<file path="src/pfcp_pkg.sv">
// ----------------------------------------------------------------------------
// pfcp_pkg
// Shared types, constants and helpers for the pixel format converter.
// ----------------------------------------------------------------------------
package pfcp_pkg;

	localparam int PIX_W  = 8;
	localparam int MODE_W = 2;
	localparam int COEF_W = 16;
	localparam int PROD_W = COEF_W + PIX_W + 1;
	localparam int SUM_W  = PROD_W + 1;
	localparam int FRAC_W = 15;

	localparam logic [PIX_W-1:0] ALPHA_OPAQUE = 8'd255;
	localparam logic [PIX_W-1:0] Y_OFFSET     = 8'd16;
	localparam logic [PIX_W-1:0] C_OFFSET     = 8'd128;

	// BT.601 studio range, scaled by 2^15
	localparam logic signed [COEF_W-1:0] K_Y_R  = 16'sd8432;
	localparam logic signed [COEF_W-1:0] K_Y_G  = 16'sd16425;
	localparam logic signed [COEF_W-1:0] K_Y_B  = 16'sd3176;
	localparam logic signed [COEF_W-1:0] K_CB_R = -16'sd4818;
	localparam logic signed [COEF_W-1:0] K_CB_G = -16'sd9527;
	localparam logic signed [COEF_W-1:0] K_CB_B = 16'sd14345;
	localparam logic signed [COEF_W-1:0] K_CR_R = 16'sd14345;
	localparam logic signed [COEF_W-1:0] K_CR_G = -16'sd12045;
	localparam logic signed [COEF_W-1:0] K_CR_B = -16'sd2300;

	typedef enum logic [MODE_W-1:0] {
		MODE_BGR     = 2'd0,
		MODE_BGRA_PM = 2'd1,
		MODE_YCC     = 2'd2,
		MODE_YCC_PM  = 2'd3
	} mode_t;

	typedef struct packed {
		logic s1;
		logic s2;
	} stage_en_t;

	function automatic logic signed [PROD_W-1:0] coef_mul(
		input logic signed [COEF_W-1:0] k,
		input logic [PIX_W-1:0] x
	);
		return PROD_W'(k) * PROD_W'($signed({1'b0, x}));
	endfunction

	// divide by 2^15 truncating toward zero, add offset, keep 8 bits
	function automatic logic [PIX_W-1:0] ycc_scale(
		input logic signed [PROD_W-1:0] p0,
		input logic signed [PROD_W-1:0] p1,
		input logic signed [PROD_W-1:0] p2,
		input logic [PIX_W-1:0] off
	);
		logic signed [SUM_W-1:0] sum;
		logic signed [SUM_W-1:0] adj;
		sum = SUM_W'(p0) + SUM_W'(p1) + SUM_W'(p2);
		adj = sum[SUM_W-1] ? sum + SUM_W'((1 << FRAC_W) - 1) : sum;
		return PIX_W'(adj >>> FRAC_W) + off;
	endfunction

	function automatic logic [PIX_W-1:0] premul(
		input logic [PIX_W-1:0] c,
		input logic [PIX_W-1:0] a
	);
		logic [2*PIX_W-1:0] p;
		p = (2*PIX_W)'(c) * (2*PIX_W)'(a);
		return p[2*PIX_W-1:PIX_W];
	endfunction

endpackage

</file>
<file path="src/pfcp_ycc.sv">
// ----------------------------------------------------------------------------
// pfcp_ycc
// Two-stage RGB to YCbCr matrix: products in s1, sums and scaling in s2.
// ----------------------------------------------------------------------------
module pfcp_ycc import pfcp_pkg::*; (
	input  logic             clk,
	input  stage_en_t        en,
	input  logic [PIX_W-1:0] blue,
	input  logic [PIX_W-1:0] green,
	input  logic [PIX_W-1:0] red,
	output logic [PIX_W-1:0] y_s2,
	output logic [PIX_W-1:0] cb_s2,
	output logic [PIX_W-1:0] cr_s2
);

	logic signed [PROD_W-1:0] y_r_s1, y_g_s1, y_b_s1;
	logic signed [PROD_W-1:0] cb_r_s1, cb_g_s1, cb_b_s1;
	logic signed [PROD_W-1:0] cr_r_s1, cr_g_s1, cr_b_s1;

	always_ff @(posedge clk) begin
		if (en.s1) begin
			y_r_s1  <= coef_mul(K_Y_R, red);
			y_g_s1  <= coef_mul(K_Y_G, green);
			y_b_s1  <= coef_mul(K_Y_B, blue);
			cb_r_s1 <= coef_mul(K_CB_R, red);
			cb_g_s1 <= coef_mul(K_CB_G, green);
			cb_b_s1 <= coef_mul(K_CB_B, blue);
			cr_r_s1 <= coef_mul(K_CR_R, red);
			cr_g_s1 <= coef_mul(K_CR_G, green);
			cr_b_s1 <= coef_mul(K_CR_B, blue);
		end
	end

	always_ff @(posedge clk) begin
		if (en.s2) begin
			y_s2  <= ycc_scale(y_r_s1, y_g_s1, y_b_s1, Y_OFFSET);
			cb_s2 <= ycc_scale(cb_r_s1, cb_g_s1, cb_b_s1, C_OFFSET);
			cr_s2 <= ycc_scale(cr_r_s1, cr_g_s1, cr_b_s1, C_OFFSET);
		end
	end

endmodule

</file>
<file path="src/pixel_format_converter_premultiply.sv">
// ----------------------------------------------------------------------------
// pixel_format_converter_premultiply
// BGRA pixel to BGR/BGRA/YCbCr with optional alpha premultiply.
// ----------------------------------------------------------------------------
// One pixel in, one pixel out. Three-stage pipeline (coefficient products,
// matrix sum and scaling, premultiply); a new pixel is taken every cycle
// unless the output stalls, and each stage holds while the one after it
// is full and stalled. conversion_mode is written through cfg_valid/cfg_ready
// (always ready) and must only change while the pipeline is empty.
module pixel_format_converter_premultiply import pfcp_pkg::*; (
	input  logic              clk,
	input  logic              arst_n,
	input  logic              cfg_valid,
	output logic              cfg_ready,
	input  logic [MODE_W-1:0] cfg_data,
	input  logic              in_valid,
	output logic              in_stall,
	input  logic [PIX_W-1:0]  blue,
	input  logic [PIX_W-1:0]  green,
	input  logic [PIX_W-1:0]  red,
	input  logic [PIX_W-1:0]  alpha_in,
	output logic              out_valid,
	input  logic              out_stall,
	output logic [PIX_W-1:0]  first_channel,
	output logic [PIX_W-1:0]  second_channel,
	output logic [PIX_W-1:0]  third_channel,
	output logic [PIX_W-1:0]  alpha_out
);

	mode_t mode_q;

	logic valid_s1, valid_s2, valid_s3;
	logic rdy1, rdy2, rdy3;
	stage_en_t en;

	mode_t            mode_s1, mode_s2;
	logic [PIX_W-1:0] b_s1, g_s1, r_s1, a_s1;
	logic [PIX_W-1:0] c0_s2, c1_s2, c2_s2, a_s2;
	logic [PIX_W-1:0] y_s2, cb_s2, cr_s2;
	logic [PIX_W-1:0] c0_s3, c1_s3, c2_s3, a_s3;

	logic             ycc_s2, pm_s2;
	logic [PIX_W-1:0] c0_mux, c1_mux, c2_mux;

	assign cfg_ready = 1'b1;

	always_ff @(posedge clk or negedge arst_n) begin
		if (!arst_n) begin
			mode_q <= MODE_BGR;
		end else if (cfg_valid) begin
			mode_q <= mode_t'(cfg_data);
		end
	end

	assign rdy3     = !valid_s3 || !out_stall;
	assign rdy2     = !valid_s2 || rdy3;
	assign rdy1     = !valid_s1 || rdy2;
	assign in_stall = !rdy1;
	assign en.s1    = rdy1;
	assign en.s2    = rdy2;

	always_ff @(posedge clk or negedge arst_n) begin
		if (!arst_n) begin
			valid_s1 <= 1'b0;
			valid_s2 <= 1'b0;
			valid_s3 <= 1'b0;
		end else begin
			if (rdy1) valid_s1 <= in_valid;
			if (rdy2) valid_s2 <= valid_s1;
			if (rdy3) valid_s3 <= valid_s2;
		end
	end

	always_ff @(posedge clk) begin
		if (rdy1) begin
			mode_s1 <= mode_q;
			b_s1    <= blue;
			g_s1    <= green;
			r_s1    <= red;
			a_s1    <= alpha_in;
		end
		if (rdy2) begin
			mode_s2 <= mode_s1;
			c0_s2   <= b_s1;
			c1_s2   <= g_s1;
			c2_s2   <= r_s1;
			a_s2    <= a_s1;
		end
	end

	pfcp_ycc u_ycc (
		.clk   (clk),
		.en    (en),
		.blue  (blue),
		.green (green),
		.red   (red),
		.y_s2  (y_s2),
		.cb_s2 (cb_s2),
		.cr_s2 (cr_s2)
	);

	always_comb begin
		ycc_s2 = (mode_s2 == MODE_YCC) || (mode_s2 == MODE_YCC_PM);
		pm_s2  = (mode_s2 == MODE_BGRA_PM) || (mode_s2 == MODE_YCC_PM);
		c0_mux = ycc_s2 ? y_s2  : c0_s2;
		c1_mux = ycc_s2 ? cb_s2 : c1_s2;
		c2_mux = ycc_s2 ? cr_s2 : c2_s2;
	end

	always_ff @(posedge clk) begin
		if (rdy3) begin
			if (pm_s2 && (a_s2 != ALPHA_OPAQUE)) begin
				c0_s3 <= premul(c0_mux, a_s2);
				c1_s3 <= premul(c1_mux, a_s2);
				c2_s3 <= premul(c2_mux, a_s2);
			end else begin
				c0_s3 <= c0_mux;
				c1_s3 <= c1_mux;
				c2_s3 <= c2_mux;
			end
			a_s3 <= pm_s2 ? a_s2 : ALPHA_OPAQUE;
		end
	end

	assign out_valid      = valid_s3;
	assign first_channel  = c0_s3;
	assign second_channel = c1_s3;
	assign third_channel  = c2_s3;
	assign alpha_out      = a_s3;

endmodule

</file>
<file path="config.mk">
export PLATFORM = sky130hd
export DESIGN_NAME = pixel_format_converter_premultiply
export DESIGN_NICKNAME = d
export VERILOG_FILES = /design/src/pfcp_pkg.sv /design/src/pfcp_ycc.sv /design/src/pixel_format_converter_premultiply.sv
export SDC_FILE = /design/constraint.sdc
export NUM_CORES = 2
export LEC_CHECK = 0
export BUFFER_PORTS_ARGS = -buffer_cell sky130_fd_sc_hd__buf_2
export CORE_MARGIN = 10
export CORE_UTILIZATION = 31
export CTS_CLUSTER_SIZE = 25
export DETAILED_ROUTE_END_ITERATION = 10
export GPL_TIMING_DRIVEN = 0
export HOLD_SLACK_MARGIN = 0.1
export PLACE_DENSITY_LB_ADDON = 0.3
export SETUP_SLACK_MARGIN = 0.4
export SLEW_MARGIN = 20
export SYNTH_ARGS = -nofsm -noshare
export SYNTH_HDL_FRONTEND = slang
export SYNTH_SLANG_ARGS = --single-unit
</file>
<file path="constraint.sdc">
create_clock -name clk -period 12 [get_ports clk]
set_input_delay 1.2 -clock clk [delete_from_list [all_inputs] [get_ports clk]]
set_output_delay 1.2 -clock clk [all_outputs]
set_load 0.01 [all_outputs]
</file>
* After elaboration in Yosys (flattened, before gate mapping)
Index checks and enable logic that the tools add are counted.
** Operators by class
- Add/sub/neg operators :: 12
- $mul :: 12
- Divide/modulo/power cells :: 0
- Order comparisons :: 0
- Equal/unequal tests :: 4
- Shifts and indexed selects :: 0
- Muxes and demuxes :: 9
- Bitwise gates (word level) :: 0
- Reductions and logical operators :: 11
** Operators with widths (count)
- $add A23 B16 Y23 const B :: 3
- $mux W23 :: 3
- $add A23 B24 Y25 :: 2
- $mul A15 B9 Y24 const A :: 2
- $mul A8 B8 Y16 :: 3
- $mux W8 :: 6
- $mul A14 B8 Y22 const A :: 2
- $add A25 B22 Y26 :: 1
- $add A25 B23 Y26 :: 1
- $add A22 B23 Y23 :: 1
- $add A23 B20 Y23 :: 1
- $mul A15 B8 Y23 const A :: 1
- $mul A13 B9 Y22 const A :: 1
- $mul A11 B9 Y20 const A :: 1
- $mul A10 B8 Y18 const A :: 1
- $mul A9 B8 Y17 const A :: 1
- $add A8 B8 Y8 const B :: 2
- $add A8 B5 Y8 const B :: 1
- $ne A8 B8 Y1 const B :: 1
- $logic_not A1 Y1 :: 5
- $logic_or A1 B1 Y1 :: 5
- $eq A2 B2 Y1 const B :: 2
- $eq A2 B1 Y1 const B :: 1
- $logic_and A1 B1 Y1 :: 1
** Storage, ports and cells
- Register bits :: 321
- Latch bits :: 0
- Bits in writable memories :: 0
- Memory bits (read-only) :: 0
- Word-level logic and storage cells :: 78
- Memories :: 0

* Depth between registers and ports, before layout
- Depth in word-level cells :: 5
- Depth in mapped cells :: 22
- Gate-level depth less buffers :: 21

* Hierarchy
A second synthesis with hierarchy kept.
** Second synthesis, totals
- Cells, all modules :: 3029
- Area, all modules :: 33345.7 µm²
** By module, submodules not included
- pfcp_ycc :: instances 1, cells each 2162, area an instance 23588.9 µm²
- pixel_format_converter_premultiply :: instances 1, cells each 867, area an instance 9756.9 µm²

* Worst setup path after synthesis
No wires, ideal clock.
- Path kind :: input to output
- From :: input port out_stall
- To :: output port in_stall
- Arrival time :: 8.099 ns
- Data required time :: 10.800 ns
- Setup slack :: 2.701 ns
- Stages on the path :: 2
- Cell sequence :: nand4_1 -> inv_1
** On the way
- Word-level cells in the longest chain between the ends :: 5
** RTL lines
- start: declaration :: RTL line pixel_format_converter_premultiply.sv:23 : input logic out_stall,
- $logic_not A1 Y1 :: RTL line pixel_format_converter_premultiply.sv:55 : assign rdy3 = !valid_s3 || !out_stall;
- $logic_or A1 B1 Y1 :: RTL line pixel_format_converter_premultiply.sv:55
- $logic_or A1 B1 Y1 :: RTL line pixel_format_converter_premultiply.sv:56 : assign rdy2 = !valid_s2 || rdy3;
- $logic_or A1 B1 Y1 :: RTL line pixel_format_converter_premultiply.sv:57 : assign rdy1 = !valid_s1 || rdy2;
- $logic_not A1 Y1 :: RTL line pixel_format_converter_premultiply.sv:58 : assign in_stall = !rdy1;
- end: declaration :: RTL line pixel_format_converter_premultiply.sv:17 : output logic in_stall,
No other way between the ends.

* Worst setup path in the final report
- From :: register mode_s2[1]
- To :: register c1_s3[7] (netlist: second_channel[7]), data pin
** On the way
- Word-level cells in the longest chain between the ends :: 5
- Elaborated cells on any way between the ends :: 9
** RTL lines
- start: declaration :: RTL line pixel_format_converter_premultiply.sv:36 : mode_t mode_s1, mode_s2;
- start signal: assignment :: RTL line pixel_format_converter_premultiply.sv:83 : mode_s2 <= mode_s1;
- $eq A2 B2 Y1 (on tied branches) :: RTL line pixel_format_converter_premultiply.sv:103, pixel_format_converter_premultiply.sv:104
- $logic_or A1 B1 Y1 :: RTL line pixel_format_converter_premultiply.sv:103 : ycc_s2 = (mode_s2 == MODE_YCC) || (mode_s2 == MODE_YCC_PM);
- $mux W8 :: RTL line pixel_format_converter_premultiply.sv:106 : c1_mux = ycc_s2 ? cb_s2 : c1_s2;
- $mul A8 B8 Y16 :: RTL line pfcp_pkg.sv:67 : p = (2*PIX_W)'(c) * (2*PIX_W)'(a);
- $mux W8 (*) :: RTL line pixel_format_converter_premultiply.sv:112 : if (pm_s2 && (a_s2 != ALPHA_OPAQUE)) begin
- end signal: assignment :: RTL line pixel_format_converter_premultiply.sv:114 : c1_s3 <= premul(c1_mux, a_s2);
- end signal: assignment :: RTL line pixel_format_converter_premultiply.sv:118 : c1_s3 <= c1_mux;
- end: declaration :: RTL line pixel_format_converter_premultiply.sv:40 : logic [PIX_W-1:0] c0_s3, c1_s3, c2_s3, a_s3;
Mark *: on every way between the ends. The rest lies on a longest branch, timed or not.
A chain may end at the register's enable or synchronous reset.

==> qor.csv <==
metric;value;unit
syn2layout_area_growth;11.0;%
cts_tree;yes;
worstSetupStartpointType;flop;
rsz0062_at_grt;no;
finalNetCount;3912;
drv_slew;0;
netlist_area;31900;sq um
ios;74;
drt-total-wl;77.6;mm
tns;0;ns
crit_chain;buf_2, buf_1, mux2i_1, nor2b_1, fa_1, fa_1, inv_1, fa_1, inv_1, fa_1, ha_1, o21a_1, o21ai_0, a21boi_0, o21ai_0, o2111ai_1, nand4_1, nor3b_1;
htree_levels;2;
dp_hpwl;64.0;mm
timing.final.crit_period;6.99;ns
dieHeight;341;microns
clk_latency;0.56;ns
cp_max_fo;10;
clockRootBuffer;clkbuf_16;
fillers;10300;
synthCells;2866;
slowest_stage;mux2i_1;
status;finished, final reports clean;
final_common_cell;ha_1;
ys_seq_area_share;27.7;%
drc;0;
hold_path.class;flop to flop;
synth_warnings;0;
vias_per_cell;4.62;
ff2ff_path_depth;18;
grt_pass1_vias;21000;
critPathKind;flop to flop;
regArea;8830;sq um
grt_pass1_wl;122;mm
drt_first_pass_iters;5;
clk_transition_reported_paths;0.07;ns
die_area;116000;sq um
layout_common_cells;ha_1, inv_1, fa_1;
tightestPinTransition;1.06;ns
antenna_found_initial;9;
async_flop_share;1.69;%
drv_cap;0;
yosysUniqueCellTypes;76;
post-route-period-util;58.3;%
cts_hold_buffers;0;
cts_buffers;36;
die_w;341;microns
syn_avg_cell_area;11.1;sq um
cts_resized;0;
synth.net_count;3781;
synth_flop_cell;edfxtp_1;
worstPathRequired;12.29;ns
multi_input_area;21200;sq um
cp_slowest_stage_delay;0.96;ns
post_cts_buffers;0;
portBuffers;72;
r2r_start;mode_s2[1];
core;102000;sq um
rows;117;
ant_nets;0;
num_vias;20300;
hold_viol_final;0;
synth_edf_count;290;
crit_end;second_channel[7];
grt_usage;13.5;%
reg2reg_slack;5.01;ns
synth_seq_cells;295;
final_layout_size_suffix_gt1_share;6.35;%
crit_path_frequent_cell;fa_1;
final-setup-viol-count;0;
end_kind;flop;
fin_skew;0.0196;ns
drt_iter0_drc;1038;
startpoint;mode_s2[1];
clkSinkCount;295;
r2r-end;second_channel[7];
place_congestion;0.849;
clockBufferDepth;3;
grt_remaining_overflow;0;
maxSlewHeadroom;27.2;%
start_util;31.3;%
worstPathArrival;7.28;ns
wl_per_cell;17.7;microns
fmax;143;MHz
grt_start_max_net_pins;37;
cell families after synthesis:
| kind of cell | share of synthesized area [%] |
|---|---|
| fa+ha+maj | 42.1 |
| simple gates | 9.68 |
| buf+inv | 5.86 |
| compound gates | 8.07 |
| flops | 27.7 |
| xor+xnor | 5.50 |
| mux | 1.10 |
| other cells | 0.0118 |
sequential cells by signal (all words and copies together), names as in the netlist, 14 cells and up:
register	cells
u_ycc.y_g_s1	18
u_ycc.y_b_s1	15
u_ycc.cr_b_s1	14
u_ycc.cb_r_s1	20
u_ycc.cr_r_s1	19
u_ycc.cb_b_s1	19
u_ycc.cr_g_s1	23
u_ycc.y_r_s1	17
u_ycc.cb_g_s1	21
cell usage after synthesis, types with 4 or more instances:
library cell / n / share of area (%)
nor4_1: 5 / 0.098
nand2_1: 86 / 1.0
mux2i_1: 27 / 0.85
nor2_1: 107 / 1.3
o21bai_1: 22 / 0.52
nor3b_1: 4 / 0.094
a31oi_1: 15 / 0.29
nand3_1: 35 / 0.55
o41ai_1: 4 / 0.11
nand3b_1: 10 / 0.24
a211o_1: 4 / 0.11
or2_2: 12 / 0.24
a21oi_1: 117 / 1.8
nand2b_1: 52 / 1.0
nand4_1: 12 / 0.24
or3_1: 15 / 0.29
o21ai_0: 72 / 1.1
and3_1: 10 / 0.20
nor3_1: 35 / 0.55
a211oi_1: 10 / 0.24
o2111ai_1: 10 / 0.27
inv_1: 470 / 5.5
nor2b_1: 150 / 2.9
ha_1: 549 / 22
a21o_1: 36 / 0.85
edfxtp_1: 290 / 27
a21boi_0: 20 / 0.47
fa_1: 327 / 21
mux2_2: 7 / 0.25
xnor2_1: 137 / 3.8
o21a_1: 25 / 0.59
clkbuf_1: 22 / 0.26
dfrtp_1: 5 / 0.39
o21ai_1: 4 / 0.063
o211ai_1: 6 / 0.14
and2_1: 27 / 0.53
o31ai_1: 4 / 0.094
xor2_1: 63 / 1.7
metrics by stage:
stage / setup WS [ns] / cells / cell area, sq um / hold WS, ns / util (%)
after floorplan: 2.70 / 2866 / 31900 / 0.400 / -
after global placement: -1.58 / 4306 / 33900 / 0.401 / 33.3
after detailed placement: 5.00 / 4327 / 34200 / 0.405 / 33.6
after CTS: 4.94 / 4390 / 35400 / 0.408 / 34.7
after global routing: 4.60 / 4390 / 35400 / 0.416 / 34.7
final: 5.01 / 4391 / 35400 / 0.411 / 34.7
layer usage:
layer  wire length [microns]  global-route usage (%)  vias to the layer above
met4                    1640                    2.93                        8
met2                   36500                    22.6                      302
met5                      55                       0                        -
li1                        -                       -                    10000
met3                    3090                    1.95                       83
met1                   36300                    18.2                     9892
area by class of cell:
class / instances / area share, %
Tap cell: 1368 / 4.84
Timing Repair Buffer: 93 / 1.75
Multi-Input combinational cell: 2075 / 59.9
Clock inverter: 19 / 0.485
Buffer: 26 / 0.290
Sequential cell: 295 / 25.0
Inverter: 470 / 4.99
Clock buffer: 44 / 2.75
Antenna cell: 1 / 0.00707
worst min-delay path by stage:
stage,start,endpoint,slack (ns),cells past startpoint
floorplan,a_s1[0],a_s2[0],0.40,0
global placement,a_s1[4],a_s2[4],0.40,0
detailed placement,a_s1[5],a_s2[5],0.40,0
CTS,r_s1[3],c2_s2[3],0.41,0
global route,r_s1[3],c2_s2[3],0.42,0
finish,r_s1[3],c2_s2[3],0.41,0
critical path, delay by kind of cell, from the launching register on:
family | cells | cell delay (ns)
DFF | 1 | 0.41
adders and majority gates | 5 | 2.26
AOI/OAI and AO/OA | 5 | 1.44
and+or+nand+nor | 3 | 0.48
buffers and inverters | 4 | 1.15
muxes | 1 | 0.96
Power is not shown: default switching activity piles up to over one toggle a cycle in this logic, so the estimate is an artifact.
